## src/linear_blend_skinning_vertex_defines.svh

```systemverilog
// ----------------------------------------------------------------------------
// Skinning block assertion macros
// Implication checks on clk_i, disabled while rst_ni is low.
// ----------------------------------------------------------------------------
`ifndef LINEAR_BLEND_SKINNING_VERTEX_DEFINES_SVH
`define LINEAR_BLEND_SKINNING_VERTEX_DEFINES_SVH

// same-cycle implication
`define LBS_ASSERT_NOW(lbl, ante, cons, msg) \
  lbl: assert property (@(posedge clk_i) disable iff (!rst_ni) (ante) |-> (cons)) \
    else $error(msg);

// next-cycle implication
`define LBS_ASSERT_NEXT(lbl, ante, cons, msg) \
  lbl: assert property (@(posedge clk_i) disable iff (!rst_ni) (ante) |=> (cons)) \
    else $error(msg);

`endif

```

## src/lbs_pkg.sv

```systemverilog
// ----------------------------------------------------------------------------
// lbs_pkg
// Shared constants, types and helpers of the skinning block.
// ----------------------------------------------------------------------------
`timescale 1ns / 1ps
`default_nettype none
package lbs_pkg;

  localparam int JOINTS  = 64;
  localparam int JOINT_W = 6;
  localparam int ELEM_W  = 4;
  localparam int ADDR_W  = $clog2(JOINTS * 16);
  localparam int DATA_W  = 32;
  localparam int WGT_W   = 16;
  localparam int OPD_W   = 33;
  localparam int PROD_W  = 2 * OPD_W;
  localparam int ACC_W   = 52;

  localparam logic [DATA_W-1:0] ONE_Q16 = 32'h0001_0000;

  typedef enum logic [1:0] {
    MODE_INV  = 2'd0,
    MODE_POSE = 2'd1,
    MODE_SKIN = 2'd2
  } mode_e;

  typedef struct packed {
    logic             mul_en;
    logic             acc_en;
    logic             clr;
    logic             dst;
    logic             sh15;
    logic [OPD_W-1:0] a;
    logic [OPD_W-1:0] b;
  } mac_op_t;

  function automatic logic [DATA_W-1:0] sat32(input logic [ACC_W-1:0] x);
    logic [ACC_W-DATA_W:0] hi;
    hi = x[ACC_W-1:DATA_W-1];
    if ((&hi) || !(|hi)) begin
      return x[DATA_W-1:0];
    end
    return x[ACC_W-1] ? 32'h8000_0000 : 32'h7FFF_FFFF;
  endfunction

endpackage
`default_nettype wire

```

## src/lbs_mac.sv

```systemverilog
// ----------------------------------------------------------------------------
// lbs_mac
// Shared multiply, arithmetic shift and two-accumulator add unit.
// ----------------------------------------------------------------------------
`timescale 1ns / 1ps
`default_nettype none
module lbs_mac (
  input  wire logic                        clk_i,
  input  wire logic                        rst_ni,
  input  wire lbs_pkg::mac_op_t            op_i,
  output logic [lbs_pkg::ACC_W-1:0]        acc0_o,
  output logic [lbs_pkg::ACC_W-1:0]        acc1_o
);

  logic signed [lbs_pkg::OPD_W-1:0]  a_s, b_s;
  logic signed [lbs_pkg::PROD_W-1:0] prod_d, prod_q, shv;
  logic        [lbs_pkg::ACC_W-1:0]  base, sum;
  logic        [lbs_pkg::ACC_W-1:0]  acc0_q, acc1_q;
  logic                              acc_vld_q;

  always_comb begin
    a_s    = op_i.a;
    b_s    = op_i.b;
    prod_d = a_s * b_s;
    shv    = op_i.sh15 ? (prod_q >>> 15) : (prod_q >>> 16);
    if (op_i.clr) begin
      base = '0;
    end else begin
      base = op_i.dst ? acc1_q : acc0_q;
    end
    sum = base + shv[lbs_pkg::ACC_W-1:0];
  end

  always_ff @(posedge clk_i) begin
    if (op_i.mul_en) begin
      prod_q <= prod_d;
    end
    if (op_i.acc_en && !op_i.dst) begin
      acc0_q <= sum;
    end
    if (op_i.acc_en && op_i.dst) begin
      acc1_q <= sum;
    end
  end

  // tracks that an accumulator has been loaded since reset
  always_ff @(posedge clk_i or negedge rst_ni) begin
    if (!rst_ni) begin
      acc_vld_q <= 1'b0;
    end else if (op_i.acc_en) begin
      acc_vld_q <= 1'b1;
    end
  end

  assign acc0_o = acc_vld_q ? acc0_q : '0;
  assign acc1_o = acc_vld_q ? acc1_q : '0;

endmodule
`default_nettype wire

```

## config.mk

```make
export PLATFORM = sky130hd
export DESIGN_NAME = lbs_mac
export DESIGN_NICKNAME = d
export VERILOG_FILES = /design/src/linear_blend_skinning_vertex_defines.svh /design/src/lbs_pkg.sv /design/src/lbs_mac.sv
export SDC_FILE = /design/constraint.sdc
export NUM_CORES = 2
export LEC_CHECK = 0
export ABC_AREA = 0
export ABC_CLOCK_PERIOD_IN_PS = 7010
export BUFFER_PORTS_ARGS = -buffer_cell sky130_fd_sc_hd__buf_2
export CAP_MARGIN = 10
export CORE_ASPECT_RATIO = 0.9
export CORE_MARGIN = 5
export CORE_UTILIZATION = 30
export DETAILED_ROUTE_END_ITERATION = 6
export HOLD_SLACK_MARGIN = 0.03
export PLACE_DENSITY = 0.45
export RECOVER_POWER = 100
export SLEW_MARGIN = 20
export SYNTH_ARGS = -nofsm -noshare
export SYNTH_HDL_FRONTEND = slang
export SYNTH_SLANG_ARGS = --single-unit
```

## constraint.sdc

```tcl
create_clock -name clk_i -period 7.01 [get_ports clk_i]
set_input_delay 0.701 -clock clk_i [delete_from_list [all_inputs] [get_ports clk_i]]
set_output_delay 0.701 -clock clk_i [all_outputs]
set_load 0.02 [all_outputs]
```

==> results.cfg <==
[floorplanning]
site_row_count = 139
floorplan.die_area_mm2 = 0.1678
initial_utilization_pct = 30.11
die_w_um = 431.3
ios = 177
core-area_mm2 = 0.1591
die_y_um = 389.1

[global_routing]
grt_antenna_before_repair = 7
aggregate_global_routing_overflow = 0
groute.usage.overall_pct = 17.52
first_global_vias = 37150
gr-max-usage-layer = met1
globalRouteMet2Util_pct = 26.54
global_route.usage.met3_pct = 2.722
grt.met1_usage_pct = 27.32
grt_max_degree = 106
grt_pass1_wl_um = 227400

[sta]
timing_max_transition_violations_final = 266
setup_viol = 46
max_freq_mhz = 131.5
grt_setup_unrepaired = yes
hold_viol_final = 0
period_minus_slack_ns = 7.607
layout_worst_path_cycle_share_pct = 108.5
layout_setup_ws_ns = -0.5973
worst_hold_slack_ns = 0.4739
worst-slew-pin-transition_ns = 4.120
fin_worst_skew_ns = 0.01162
maxSlewHeadroom_pct = -174.7

[yosys]
ys_ff_latch = 156
syn_inst = 5001
synth_area_per_cell_um2 = 9.581
ys_async_sr_fraction_pct = 0.6410
edff_count_synth = 155
synth-warning-count = 0
postSynthNetCount = 6482
synthesis.area_mm2 = 0.04792
synthDistinctLibCells = 75
yosysSeqAreaShare_pct = 9.766
dominantRegCellSynth = sky130_fd_sc_hd__edfxtp_1

[setup_path]
worst_setup_path_end_kind = register
slowest_stage = sky130_fd_sc_hd__fa_1
critical_path.reg2reg.endpoint = acc1_q[50]
critPathArrivalTime_ns = 7.84
worstReg2RegStart = prod_q[16]
cp_data_required_time_ns = 7.25
worst_setup_ep = prod_q[60]
rrSetupSlack_ns = 2.84
timing.critical_path.from_type = input pin
setup_cp_type = in2reg
cp_slowest_stage_delay_ns = 0.60
cp-startpoint = op_i[64]
critical_path.most_common_cell = sky130_fd_sc_hd__fa_1
critical_path.max_fanout = 6
timing.reg2reg.worst_path_depth = 13

[cts]
clock_path_buffers = 2
clock-root-buffer = sky130_fd_sc_hd__clkbuf_16
tritoncts = done
numCtsBuffers = 17
path_clk_slew_ns = 0.07
cts_htree_levels = 4
clk_latency_ns = 0.44
clock_sinks = 156

[drt]
avgViaCountPerCell = 4.453
detail_route.iter0.violations = 1606
detail_route.first_pass.iterations = 5
detail_route.wl_per_cell_um = 19.01
ant_nets = 0
drc_violation_count_after_routing = 0
routed-via-count = 34100
detail_route.wirelength_um = 145600

[place]
port-buffer-count = 176
finalWeightedCongestion = 0.8485
dp_hpwl_um = 127900

[min_path]
worstHoldPathCells = 2
min-delay-path-class = in2reg

[final_layout]
multiInputGateArea_mm2 = 0.03917
number_of_inserted_filler_cells_in_the_final_layout = 16390
register_area_mm2 = 0.004681
share_of_post_route_cells_with_drive_strength_above_1_pct = 19.69
syn2layout_area_growth_pct = 20.92
layout.cells.most_common = sky130_fd_sc_hd__inv_1
final_cell_mix = sky130_fd_sc_hd__inv_1, sky130_fd_sc_hd__fa_1, sky130_fd_sc_hd__nand2_1
design.final.nets = 7009

[job]
max_cap_viols = 4

[outcome]
failed_checks = max-capacitance violations, max-slew violations, negative setup slack
result_of_the_run = complete, but fails checks
## flip-flops by register name, summed over array words and instances, names as in the netlist
register   cells
acc_vld_q      1
acc0_q        52
prod_q        51
acc1_q        52
## routing by layer
layer  wire length, um  share of wire (%)
met3              8279                5.7
met5                41              0.028
met1             74440                 51
met4               946               0.65
met2             61870                 42
## cells in the mapped netlist, types with 3 or more instances
cell type	count	area share, %
sky130_fd_sc_hd__o21bai_1	22	0.34
sky130_fd_sc_hd__and2_1	629	8.2
sky130_fd_sc_hd__o21ai_0	32	0.33
sky130_fd_sc_hd__or2_2	4	0.052
sky130_fd_sc_hd__nor2_1	129	1.0
sky130_fd_sc_hd__nand3b_1	3	0.047
sky130_fd_sc_hd__edfxtp_1	155	9.7
sky130_fd_sc_hd__mux2i_1	54	1.1
sky130_fd_sc_hd__nor4_1	4	0.052
sky130_fd_sc_hd__a211oi_1	10	0.16
sky130_fd_sc_hd__xor2_1	35	0.64
sky130_fd_sc_hd__xnor2_1	70	1.3
sky130_fd_sc_hd__nor2b_1	12	0.16
sky130_fd_sc_hd__and4_1	6	0.11
sky130_fd_sc_hd__inv_1	1177	9.2
sky130_fd_sc_hd__a221oi_1	4	0.073
sky130_fd_sc_hd__o21a_1	13	0.20
sky130_fd_sc_hd__nand2b_1	22	0.29
sky130_fd_sc_hd__fa_1	1145	48
sky130_fd_sc_hd__clkbuf_1	238	1.9
sky130_fd_sc_hd__nand3_1	21	0.22
sky130_fd_sc_hd__ha_1	263	6.9
sky130_fd_sc_hd__o211ai_1	6	0.094
sky130_fd_sc_hd__nand4_1	20	0.26
sky130_fd_sc_hd__and3_1	12	0.16
sky130_fd_sc_hd__or3_1	3	0.039
sky130_fd_sc_hd__a311o_1	3	0.063
sky130_fd_sc_hd__buf_1	7	0.055
sky130_fd_sc_hd__nand2_1	589	4.6
sky130_fd_sc_hd__a21o_1	73	1.1
sky130_fd_sc_hd__a21boi_0	3	0.047
sky130_fd_sc_hd__nor3_1	17	0.18
sky130_fd_sc_hd__mux2_2	50	1.2
sky130_fd_sc_hd__o21ai_1	10	0.10
sky130_fd_sc_hd__a21oi_1	98	1.0
sky130_fd_sc_hd__a31oi_1	11	0.14
sky130_fd_sc_hd__a221o_1	3	0.063
## cell families after synthesis
group,after synthesis,synth area share [%]
AOI/OAI and AO/OA,324,4.614
adders and majority gates,1408,54.71
muxes,104,2.303
buffers and inverters,1426,11.18
xor gates and xnor gates,105,1.919
DFF,156,9.766
and+or+nand+nor,1478,15.52
## cell type report
class	instances	share of cell area, %
Inverter	1179	7.655
Clock inverter	13	0.2267
Antenna cell	1	0.004319
Sequential cell	156	8.079
Clock buffer	19	0.7645
Timing Repair Buffer	755	11.10
Tap cell	2115	4.567
Multi-Input combinational cell	3419	67.60
## stage by stage
step                      TNS, ns  instances  setup WS, ns  area, um^2  util [%]
after floorplan            -11.15       5001       -0.8674       48450         -
after global placement     -53.80       7554        -1.420       54890     34.49
after detailed placement   -52.36       7554        -1.436       54890     34.49
after CTS                  -9.810       7632       -0.5406       57280     36.00
after global routing       -37.07       7656       -0.7748       57940     36.41
final                      -14.11       7657       -0.5973       57940     36.41
## worst max-delay path, delay by kind of cell
| kind | cells | cell delay (ns) |
|---|---|---|
| adders and majority gates | 9 | 4.40 |
| and+or+nand+nor | 1 | 0.16 |
| buffers and inverters | 7 | 0.41 |
| AOI/OAI and AO/OA | 10 | 2.17 |
## timing repair
item | in CTS | in global routing
pin swaps | 208 | 132
hold buffers | 1 | 0
resized for setup | 377 | 132
endpoints found under the hold margin | 1 | 0
buffers inserted | 49 | 26
setup endpoints to repair | 48 | 42
cloned | 2 | 4
## worst min path at each step
stage / from / endpoint / slack (ns)
final: op_i[69] / acc_vld_q / 0.47
after global routing: op_i[69] / acc_vld_q / 0.45
after CTS: op_i[69] / acc_vld_q / 0.45
after detailed placement: rst_ni / acc_vld_q / 0.48
after global placement: rst_ni / acc_vld_q / 0.48
after floorplan: rst_ni / acc_vld_q / 0.41
Power is not shown: default switching activity piles up to over one toggle a cycle in this logic, so the estimate is an artifact.
